<file path="config.mk">
export PLATFORM = sky130hd
export DESIGN_NAME = iir_direct_form_one_filter
export DESIGN_NICKNAME = d
export VERILOG_FILES = /design/src/rtl/iirdf1_pkg.sv /design/src/rtl/iirdf1_mac.sv /design/src/rtl/iir_direct_form_one_filter.sv
export VERILOG_INCLUDE_DIRS = /design/src /design/src/rtl
export SDC_FILE = /design/constraint.sdc
export NUM_CORES = 1
export LEC_CHECK = 0
export BUFFER_PORTS_ARGS = -buffer_cell sky130_fd_sc_hd__buf_2
export CAP_MARGIN = 30
export CORE_MARGIN = 1.5
export CORE_UTILIZATION = 41
export DETAILED_ROUTE_END_ITERATION = 7
export GPL_TIMING_DRIVEN = 0
export SKIP_CTS_REPAIR_TIMING = 1
export SLEW_MARGIN = 20
export SYNTH_ARGS = -nofsm -noshare
export SYNTH_HDL_FRONTEND = slang
export SYNTH_SLANG_ARGS = --single-unit
</file>
<file path="constraint.sdc">
create_clock -name clk_i -period 12.2 [get_ports clk_i]
set_clock_uncertainty 0.05 [all_clocks]
set_input_delay 1.22 -clock clk_i [delete_from_list [all_inputs] [get_ports clk_i]]
set_output_delay 1.22 -clock clk_i [all_outputs]
set_load 0.05 [all_outputs]
</file>
<file path="src/rtl/iir_direct_form_one_filter_macros.svh">
// assertion macros used by the filter module
`ifndef IIR_DIRECT_FORM_ONE_FILTER_MACROS_SVH
`define IIR_DIRECT_FORM_ONE_FILTER_MACROS_SVH

// clocked property, disabled while reset is asserted
`define IIR_ASSERT(label, prop, msg) \
  label: assert property (@(posedge clk_i) disable iff (!rst_ni) (prop)) else $error(msg);

// same-cycle implication
`define IIR_ASSERT_IMPL(label, ante, cons, msg) \
  `IIR_ASSERT(label, (ante) |-> (cons), msg)

// next-cycle implication
`define IIR_ASSERT_NEXT(label, ante, cons, msg) \
  `IIR_ASSERT(label, (ante) |=> (cons), msg)

`endif

</file>
<file path="src/rtl/iirdf1_pkg.sv">
// shared widths, constants and types of the direct form I filter
package iirdf1_pkg;

  localparam int unsigned COEF_W     = 18;
  localparam int unsigned SAMPLE_W   = 16;
  localparam int unsigned PROD_W     = COEF_W + SAMPLE_W;
  localparam int unsigned ACC_W      = PROD_W + 4;
  localparam int unsigned FRAC_SHIFT = 14;
  localparam int unsigned RND_W      = ACC_W - FRAC_SHIFT;
  localparam int unsigned CFG_IDX_W  = 3;
  localparam int unsigned STEP_W     = 3;
  localparam int unsigned FILL_W     = 2;

  localparam logic [CFG_IDX_W-1:0] CFG_FWD0 = 3'd0;
  localparam logic [CFG_IDX_W-1:0] CFG_FWD1 = 3'd1;
  localparam logic [CFG_IDX_W-1:0] CFG_FWD2 = 3'd2;
  localparam logic [CFG_IDX_W-1:0] CFG_FBK1 = 3'd3;
  localparam logic [CFG_IDX_W-1:0] CFG_FBK2 = 3'd4;

  localparam logic signed [COEF_W-1:0] COEF_ONE  = 18'sd16384;
  localparam logic signed [COEF_W-1:0] COEF_ZERO = '0;
  localparam logic [ACC_W-1:0]         ROUND_HALF = ACC_W'(1) << (FRAC_SHIFT - 1);

  // command to the shared multiply-accumulate unit
  typedef struct packed {
    logic valid;
    logic first;
    logic sub;
  } mac_ctl_t;

endpackage

</file>
<file path="src/rtl/iirdf1_mac.sv">
// shared multiply-accumulate unit: registered product, then accumulate
module iirdf1_mac (
  input  logic                                   clk_i,
  input  logic                                   rst_ni,
  input  iirdf1_pkg::mac_ctl_t                   ctl_i,
  input  logic signed [iirdf1_pkg::COEF_W-1:0]   coef_i,
  input  logic signed [iirdf1_pkg::SAMPLE_W-1:0] data_i,
  output logic signed [iirdf1_pkg::ACC_W-1:0]    acc_o
);
  import iirdf1_pkg::*;

  logic signed [PROD_W-1:0] prod_d, prod_q;
  mac_ctl_t                 pctl_q;
  logic signed [ACC_W-1:0]  term;
  logic signed [ACC_W-1:0]  acc_d, acc_q;

  assign prod_d = coef_i * data_i;

  always_ff @(posedge clk_i or negedge rst_ni) begin
    if (!rst_ni) begin
      pctl_q <= '0;
    end else begin
      pctl_q <= ctl_i;
    end
  end

  always_ff @(posedge clk_i) begin
    if (ctl_i.valid) begin
      prod_q <= prod_d;
    end
  end

  always_comb begin
    term  = pctl_q.sub ? -ACC_W'(prod_q) : ACC_W'(prod_q);
    acc_d = acc_q;
    if (pctl_q.valid) begin
      acc_d = (pctl_q.first ? '0 : acc_q) + term;
    end
  end

  always_ff @(posedge clk_i) begin
    acc_q <= acc_d;
  end

  assign acc_o = acc_q;

endmodule

</file>
<file path="src/rtl/iir_direct_form_one_filter.sv">
// direct form I iir filter: one shared mac stepped over 2*K+1 products per sample
// K = kept taps (min of samples since restart and FILTER_ORDER)
// one sample at a time: a new sample is taken only when idle, after the last result is registered for output
// reset: b0 = 1.0, other coefficients zero, fill count zero, no output pending
module iir_direct_form_one_filter #(
  parameter int unsigned FILTER_ORDER = 2
) (
  input  logic                                    clk_i,
  input  logic                                    rst_ni,
  input  logic                                    cfg_valid_i,
  output logic                                    cfg_ready_o,
  input  logic [iirdf1_pkg::CFG_IDX_W-1:0]        cfg_index_i,
  input  logic [iirdf1_pkg::COEF_W-1:0]           cfg_data_i,
  input  logic                                    in_valid_i,
  output logic                                    in_ready_o,
  input  logic signed [iirdf1_pkg::SAMPLE_W-1:0]  sample_in_i,
  input  logic                                    restart_i,
  output logic                                    out_valid_o,
  input  logic                                    out_ready_i,
  output logic signed [iirdf1_pkg::SAMPLE_W-1:0]  filtered_out_o,
  output logic                                    clipped_o
);
  import iirdf1_pkg::*;
`include "iir_direct_form_one_filter_macros.svh"

  localparam int unsigned HIST_IDX_W = (FILTER_ORDER > 1) ? $clog2(FILTER_ORDER) : 1;
  localparam logic [FILL_W-1:0] ORDER_L = FILL_W'(FILTER_ORDER);

  localparam logic [1:0] ST_IDLE  = 2'd0;
  localparam logic [1:0] ST_RUN   = 2'd1;
  localparam logic [1:0] ST_DRAIN = 2'd2;
  localparam logic [1:0] ST_DONE  = 2'd3;

  logic [1:0] state_d, state_q;
  logic [STEP_W-1:0] step_d, step_q;
  logic [STEP_W-1:0] last_step;
  logic [FILL_W-1:0] fill_q, taps_q;

  logic signed [COEF_W-1:0] fwd0_q, fwd1_q, fwd2_q, fbk1_q, fbk2_q;
  logic signed [SAMPLE_W-1:0] x_q;
  logic signed [SAMPLE_W-1:0] raw_q  [FILTER_ORDER];
  logic signed [SAMPLE_W-1:0] filt_q [FILTER_ORDER];

  logic in_fire, out_fire, done_fire;
  logic out_valid_q;
  logic signed [SAMPLE_W-1:0] y_q;
  logic clip_q;

  logic [FILL_W-1:0] tap;
  logic [HIST_IDX_W-1:0] hidx;
  mac_ctl_t mac_ctl;
  logic signed [COEF_W-1:0] mac_coef;
  logic signed [SAMPLE_W-1:0] mac_data;
  logic signed [ACC_W-1:0] acc;

  logic [ACC_W-1:0] rnd_sum;
  logic signed [RND_W-1:0] rnd;
  logic signed [SAMPLE_W-1:0] y_d;
  logic clip_d;

  assign cfg_ready_o = 1'b1;

  always_ff @(posedge clk_i or negedge rst_ni) begin
    if (!rst_ni) begin
      fwd0_q <= COEF_ONE;
      fwd1_q <= COEF_ZERO;
      fwd2_q <= COEF_ZERO;
      fbk1_q <= COEF_ZERO;
      fbk2_q <= COEF_ZERO;
    end else if (cfg_valid_i) begin
      unique case (cfg_index_i)
        CFG_FWD0: fwd0_q <= cfg_data_i;
        CFG_FWD1: fwd1_q <= cfg_data_i;
        CFG_FWD2: fwd2_q <= cfg_data_i;
        CFG_FBK1: fbk1_q <= cfg_data_i;
        CFG_FBK2: fbk2_q <= cfg_data_i;
        default: ;
      endcase
    end
  end

  assign in_ready_o = (state_q == ST_IDLE);
  assign in_fire    = in_valid_i && in_ready_o;
  assign out_fire   = out_valid_q && out_ready_i;
  assign done_fire  = (state_q == ST_DONE) && (!out_valid_q || out_ready_i);
  assign last_step  = {taps_q, 1'b0};

  always_comb begin
    state_d = state_q;
    step_d  = step_q;
    unique case (state_q)
      ST_IDLE: begin
        if (in_fire) begin
          state_d = ST_RUN;
          step_d  = '0;
        end
      end
      ST_RUN: begin
        if (step_q == last_step) begin
          state_d = ST_DRAIN;
        end else begin
          step_d = step_q + STEP_W'(1);
        end
      end
      ST_DRAIN: state_d = ST_DONE;
      ST_DONE: begin
        if (done_fire) begin
          state_d = ST_IDLE;
        end
      end
      default: state_d = ST_IDLE;
    endcase
  end

  always_ff @(posedge clk_i or negedge rst_ni) begin
    if (!rst_ni) begin
      state_q     <= ST_IDLE;
      step_q      <= '0;
      fill_q      <= '0;
      taps_q      <= '0;
      out_valid_q <= 1'b0;
    end else begin
      state_q <= state_d;
      step_q  <= step_d;
      if (in_fire) begin
        taps_q <= restart_i ? '0 : fill_q;
      end
      if (done_fire) begin
        fill_q <= (taps_q < ORDER_L) ? taps_q + FILL_W'(1) : taps_q;
      end
      if (done_fire) begin
        out_valid_q <= 1'b1;
      end else if (out_fire) begin
        out_valid_q <= 1'b0;
      end
    end
  end

  // histories are gated by the tap count, so a restart only drops the fill count
  always_ff @(posedge clk_i) begin
    if (in_fire) begin
      x_q <= sample_in_i;
    end
    if (done_fire) begin
      y_q    <= y_d;
      clip_q <= clip_d;
      for (int j = FILTER_ORDER - 1; j > 0; j--) begin
        raw_q[j]  <= raw_q[j-1];
        filt_q[j] <= filt_q[j-1];
      end
      raw_q[0]  <= x_q;
      filt_q[0] <= y_d;
    end
  end

  // step 0 is b0*x, odd steps feedforward taps, even steps feedback taps
  assign tap  = step_q[STEP_W-1:1] + FILL_W'(step_q[0]);
  assign hidx = (tap != '0) ? HIST_IDX_W'(tap - FILL_W'(1)) : '0;

  always_comb begin
    mac_ctl.valid = (state_q == ST_RUN);
    mac_ctl.first = (step_q == '0);
    mac_ctl.sub   = (step_q != '0) && !step_q[0];
    mac_coef      = COEF_ZERO;
    mac_data      = x_q;
    if (step_q == '0) begin
      mac_coef = fwd0_q;
    end else if (step_q[0]) begin
      mac_data = raw_q[hidx];
      case (tap)
        FILL_W'(1): mac_coef = fwd1_q;
        FILL_W'(2): mac_coef = fwd2_q;
        default:    mac_coef = COEF_ZERO;
      endcase
    end else begin
      mac_data = filt_q[hidx];
      case (tap)
        FILL_W'(1): mac_coef = fbk1_q;
        FILL_W'(2): mac_coef = fbk2_q;
        default:    mac_coef = COEF_ZERO;
      endcase
    end
  end

  iirdf1_mac u_mac (
    .clk_i  (clk_i),
    .rst_ni (rst_ni),
    .ctl_i  (mac_ctl),
    .coef_i (mac_coef),
    .data_i (mac_data),
    .acc_o  (acc)
  );

  // round half up, then saturate to q1.15
  always_comb begin
    rnd_sum = acc + ROUND_HALF;
    rnd     = rnd_sum[ACC_W-1:FRAC_SHIFT];
    if (rnd[RND_W-1:SAMPLE_W-1] == '0 || rnd[RND_W-1:SAMPLE_W-1] == '1) begin
      y_d    = rnd[SAMPLE_W-1:0];
      clip_d = 1'b0;
    end else begin
      y_d    = rnd[RND_W-1] ? {1'b1, {(SAMPLE_W-1){1'b0}}} : {1'b0, {(SAMPLE_W-1){1'b1}}};
      clip_d = 1'b1;
    end
  end

  assign out_valid_o    = out_valid_q;
  assign filtered_out_o = y_q;
  assign clipped_o      = clip_q;

  `IIR_ASSERT_NEXT(a_busy_after_accept, in_fire, !in_ready_o, "ready after accepted transaction")
  `IIR_ASSERT(a_fill_bound, fill_q <= ORDER_L, "fill count above filter order")
  `IIR_ASSERT_IMPL(a_step_bound, state_q == ST_RUN, step_q <= last_step, "step past last product")
  `IIR_ASSERT_IMPL(a_out_from_done, $rose(out_valid_q), $past(state_q == ST_DONE), "output without done")

endmodule

</file>
; ---- Yosys cells after proc, flatten, opt, wreduce, memory -nomap -nowiden
; Memories as Yosys holds them, arrays and structs flattened.
; Index checks and enable logic that the tools add are counted.
[totals]
mem_bits_rw = 64
output_inout_bits = 20
n_memories = 2
latchBits = 0
elab_cells = 92
mem_bits_ro = 0
regBits = 208
input_bits = 43
[classes]
reduce_logical = 23
eq_ne = 15
n_bitwise = 0
n_mul = 1
muxes = 25
n_lt_le_gt_ge = 1
shift = 0
add_sub_neg = 7
div = 0
[memory_table]
columns = name, depth, width, read_ports, rd_clocked_by_memory_dff, wr, line_no
row1 = filt_q, 2, 16, 2, 0, 2, iir_direct_form_one_filter.sv:42  ; logic signed [SAMPLE_W-1:0] filt_q [FILTER_ORDER];
row2 = raw_q, 2, 16, 2, 0, 2, iir_direct_form_one_filter.sv:41  ; logic signed [SAMPLE_W-1:0] raw_q [FILTER_ORDER];
[op_table]
columns = op, n
row1 = 2-to-1 mux 38 bit, 2
row2 = case mux 18 bit (2 select lines), 2
row3 = 2-to-1 mux 16 bit, 4
row4 = "adder 38 x 14 -> 38 bit, second input constant", 1
row5 = adder 38 bit, 1
row6 = negation 34 -> 38 bit, 1
row7 = 2-to-1 mux 18 bit, 2
row8 = multiplier 18 x 16 -> 34 bit, 1
row9 = 2-to-1 mux 2 bit, 5
row10 = AND reduction 2 bit, 5
row11 = "equality test 9 bit, second input constant", 1
row12 = zero test 9 bit, 1
row13 = case mux 2 bit (4 select lines), 1
row14 = "equality test 2 bit, second input constant", 3
row15 = "equality test 3 x 2 -> 1 bit, second input constant", 2
row16 = zero test 3 bit, 2
row17 = 2-to-1 mux 1 bit, 6
row18 = 2-to-1 mux 3 bit, 2
row19 = "inequality test 2 bit, second input constant", 3
row20 = case mux 3 bit (2 select lines), 1
row21 = AND reduction 3 bit, 2
row22 = nonzero test 2 bit, 3
row23 = "equality test 2 x 1 -> 1 bit, second input constant", 2
row24 = logical AND 1 bit, 4
row25 = other kinds (13), 15

; ---- Longest topological paths before layout
; An unclocked memory read counts as a cell.
[logic_depth]
word_depth = 7
depth_mapped = 36

; ---- Cells and area by module
; Synthesis repeated with hierarchy kept, for this count alone.
[hier_totals]
cells_unflattened = 2272
hier_area_um2 = 24335.8
[by_module_without_submodules]
columns = mod, area_per_inst_um2, n_inst, cells_per_inst
row1 = iirdf1_mac, 15852.7, 1, 1675
row2 = iir_direct_form_one_filter, 8483.1, 1, 597

; ---- Least setup slack after synthesis
; Ideal clock, no wire load.
[synth_path]
path_type = register to register
from = reg step_q[0]
to = reg u_mac.prod_q[31] (data pin)
setup_slack_ps = 3317
arrival_ps = 8567
required_ps = 11884
period_less_slack_ps = 8883
stages_incl_launch_ff = 32
n_path_buf = 6
setup_time_ps = 266
path_cell_list = dfrtp_1 -> clkbuf_1 -> buf_1 -> clkbuf_1 -> inv_1 -> ha_1 -> inv_1 -> ha_1 -> buf_2 -> buf_1 -> a221oi_1 -> a21oi_1 -> a22o_1 -> clkbuf_1 -> nand2_1 -> fa_1 -> inv_1 -> fa_1 -> fa_1 -> fa_1 -> fa_1 -> inv_1 -> fa_1 -> inv_1 -> ha_1 -> a21o_1 -> a21o_1 -> a21oi_1 -> nor2b_1 -> a211o_1 -> o41ai_1 -> xnor2_1
[synth_between]
elab_chain_cells = 7
[synth_rtl]
columns = element, line_no
row1 = "start, declared", iir_direct_form_one_filter.sv:35  ; logic [STEP_W-1:0] step_d, step_q;
row2 = "start signal, assigned", iir_direct_form_one_filter.sv:124  ; step_q <= step_d;
row3 = adder 2 x 1 -> 2 bit, iir_direct_form_one_filter.sv:157  ; assign tap = step_q[STEP_W-1:1] + FILL_W'(step_q[0]);
row4 = subtractor 1 bit or nonzero test 2 bit (tied branches), iir_direct_form_one_filter.sv:158  ; assign hidx = (tap != '0) ? HIST_IDX_W'(tap - FILL_W'(1)) : '0;
row5 = 2-to-1 mux 1 bit, iir_direct_form_one_filter.sv:158
row6 = memory read (2 x 16 bit) (on tied branches), -
row7 = 2-to-1 mux 16 bit, iir_direct_form_one_filter.sv:168  ; end else if (step_q[0]) begin
row8 = 2-to-1 mux 16 bit, iir_direct_form_one_filter.sv:166  ; if (step_q == '0) begin
row9 = multiplier 18 x 16 -> 34 bit *, iirdf1_mac.sv:17  ; assign prod_d = coef_i * data_i;
row10 = via u_mac.prod_d[31], iirdf1_mac.sv:12  ; logic signed [PROD_W-1:0] prod_d, prod_q;
row11 = "end signal, assigned", iirdf1_mac.sv:29  ; prod_q <= prod_d;
row12 = "end, declared", iirdf1_mac.sv:12
; The timed path passes the listed nets; every way through them passes the cells marked *.
; A chain may end at the register's enable or synchronous reset.

; ---- Worst setup path after layout
; Same ends and word-level chain as after synthesis.

==> run summary <==
Die Ht: 244.5 um
Max stage delay on crit path: 0.69 ns
Hold Violations, Final: 0
worst slew pin tran: 1.117 ns
sequential share of the synthesized area: 30.00%
Max Cap Violations: 0
Boundary Pins: 63
Crit Reg-Reg Endpoint: u_mac.prod_q[31]
setup_tns: 0 ns
commonest non-fill, non-tap cells in the layout: 390 x inv_1, 291 x fa_1, 208 x nor2_1
vias in the first global route: 18221
period utilisation layout: 93.98%
DRC errors left: 0
average size of a mapped cell: 10.46 um2
CP Max Fanout: 10
WP data required: 12.47 ns
total core area: 0.05770 mm2
Nets: 2860
Storage cell area: 0.007174 mm2
Worst-Skew Late Latency: 0.59 ns
initial drt markers: 1062
Starting Density: 41.44%
# diodes: 0
gr usage total: 21.98%
hold depth: 0
first-pass GRT wire length: 101900 um
layout overhead on the synthesized area: 9.995%
Die Width: 244.5 um
CTS tree: yes
Routed WL per cell: 19.95 um
Synth Cell Area: 0.02391 mm2
Netlist cell types: 70
H-tree levels: 1
area occupied by multi-input gates: 0.01501 mm2
num rows: 88
Post-synth ARST share: 40.23%
die area: 0.05977 mm2
Slew Limit Fails: 0
TritonCTS Buffers: 29
Root Driver: clkbuf_16
clock-pin slew on the worst setup and hold paths: 0.07 ns
commonest non-fill, non-tap cell in the layout: inv_1
largest area contributor in the netlist: fa_1
status: finished, final reports clean
r2r setup slk: 0.73 ns
pin count of the biggest net entering global routing: 76
Yosys Warn Count: 0
Worst path most repeated cell: fa_1
Final ANT Viol Nets: 0
fmax: 87.22 MHz
Worst setup EP type: flop
GPL Wtd Cong: 0.9341
Port Buffers: 59
Period minus WS final: 11.47 ns
syn nets: 2754
CP Launch Type: flop
dpl hpwl: 52100 um
most used flip-flop cell after synthesis: edfxtp_1
Slew Limit Headroom: 25.56%
top cells by area, synth: fa_1 24%, edfxtp_1 19%, dfrtp_1 11%
Hold Path End: raw_q[1][11]
#FFs+latches synth: 256
clock buffer depth: 3
Reg-to-Reg Start: step_q[0]
worst min path class: flop to flop
Hold Path Origin: raw_q[0][11]
R2R depth: 33
number of synthesized flops with an enable pin: 153
top-area cell type share of the netlist area: 24.37%
Mapped Cells: 2286
Crit Path Class: flop to flop
Avg Vias per Cell: 5.398
fillers: 5449
total congestion overflow: 0
count of final setup violators: 0
DR pass1 iterations: 5
clk sinks: 256
RSZ-0062 raised after global routing: false
slowest CP cell: buf_1
layout cells sized above 1: 10.93%
initial antenna violation count: 0
critical path arrival: 11.73 ns
vias post-DR: 17166
Post-Route WL: 63440 um
==> Yosys cell counts (4+ instances only) <==
master	n
nor4_1	7
a2111o_1	5
dfrtp_1	102
ha_1	134
nor2_1	208
a31oi_1	8
a21oi_1	68
mux4_2	16
o21ai_0	62
nand2_1	181
nand3b_1	4
mux2_2	100
nor3_1	23
xor2_1	34
mux2i_1	20
o21a_1	6
nand3_1	21
clkbuf_1	61
o41ai_1	5
nor2b_1	52
nand4_1	8
a221oi_1	22
or2_2	6
and2_1	6
inv_1	391
edfxtp_1	153
fa_1	291
nand2b_1	16
o31ai_1	12
or3_1	7
o21bai_1	8
a22o_1	17
xnor2_1	88
buf_1	6
a211oi_1	11
a22oi_1	36
o211ai_1	8
a21o_1	21
and3_1	15
==> cell type report <==
cell class / count / share of cell area (%)
Tap cell: 765 / 3.640
Clock inverter: 19 / 0.6756
Multi-Input combinational cell: 1568 / 57.09
Buffer: 71 / 1.051
Sequential cell: 256 / 27.28
Inverter: 391 / 5.590
Clock buffer: 35 / 2.845
Timing Repair Buffer: 75 / 1.827
==> flip-flops by register name (all words and copies together) (netlist names), 18 cells and up <==
| name | flops |
|---|---|
| fwd1_q | 18 |
| fwd2_q | 18 |
| u_mac.acc_o | 38 |
| fbk2_q | 18 |
| filt_q | 32 |
| fbk1_q | 18 |
| raw_q | 32 |
| fwd0_q | 18 |
| u_mac.prod_q | 34 |
==> worst max-delay path by stage <==
stage	slack, ns	startpoint	depth (start not counted)	endpoint
CTS	0.69	step_q[0]	33	u_mac.prod_q[31]
detailed placement	0.68	step_q[0]	33	u_mac.prod_q[31]
finish	0.73	step_q[0]	33	u_mac.prod_q[31]
global route	0.1	step_q[0]	33	u_mac.prod_q[32]
floorplan	3.32	step_q[0]	31	u_mac.prod_q[31]
global placement	0.87	step_q[0]	33	u_mac.prod_q[31]
==> worst max-delay path, delay by kind of cell (launching register included) <==
family	cells	cell delay, ns
buffers and inverters	12	4.02
AO/OA/AOI/OAI	9	2.53
flip-flops	1	0.39
AND/OR/NAND/NOR	2	0.22
XOR/XNOR	1	0.14
adder cells (fa/ha/maj)	9	3.80
==> per-stage QoR <==
step           instance area (um2)  instances  utilization, %  setup WS, ns  hold WS, ns
2_1_floorplan                23910       2286               -         3.317       0.3704
3_3_place_gp                 25160       3110           43.61        0.8673       0.3759
3_5_place_dp                 25350       3123           43.93        0.6808       0.3823
4_1_cts                      26270       3177           45.54        0.6931       0.3913
5_1_grt                      26300       3180           45.58       0.09854       0.4081
6_report                     26300       3180           45.58        0.7345       0.4000
==> cells by family (layout without fill, tap and decap cells) <==
family                     count (synthesis)  after routing  share of synthesized area, %
and+or+nand+nor                          570            570                         10.81
buffers and inverters                    462            591                         7.295
adders and majority gates                425            425                         31.38
AOI/OAI and AO/OA                        314            314                         8.980
DFF                                      256            256                         30.00
muxes                                    136            136                         7.054
xor gates and xnor gates                 122            122                         4.469
other                                      1              1                       0.01568
==> layer usage <==
metal	vias up	GRT usage, %	share of wire [%]
met3	82	2.579	5.4
met5	-	0	0
li1	7774	-	-
met2	458	37.44	48
met4	0	5.574	2.5
met1	8852	29.77	44
Power is not shown: default switching activity piles up to over one toggle a cycle in this logic, so the estimate is an artifact.
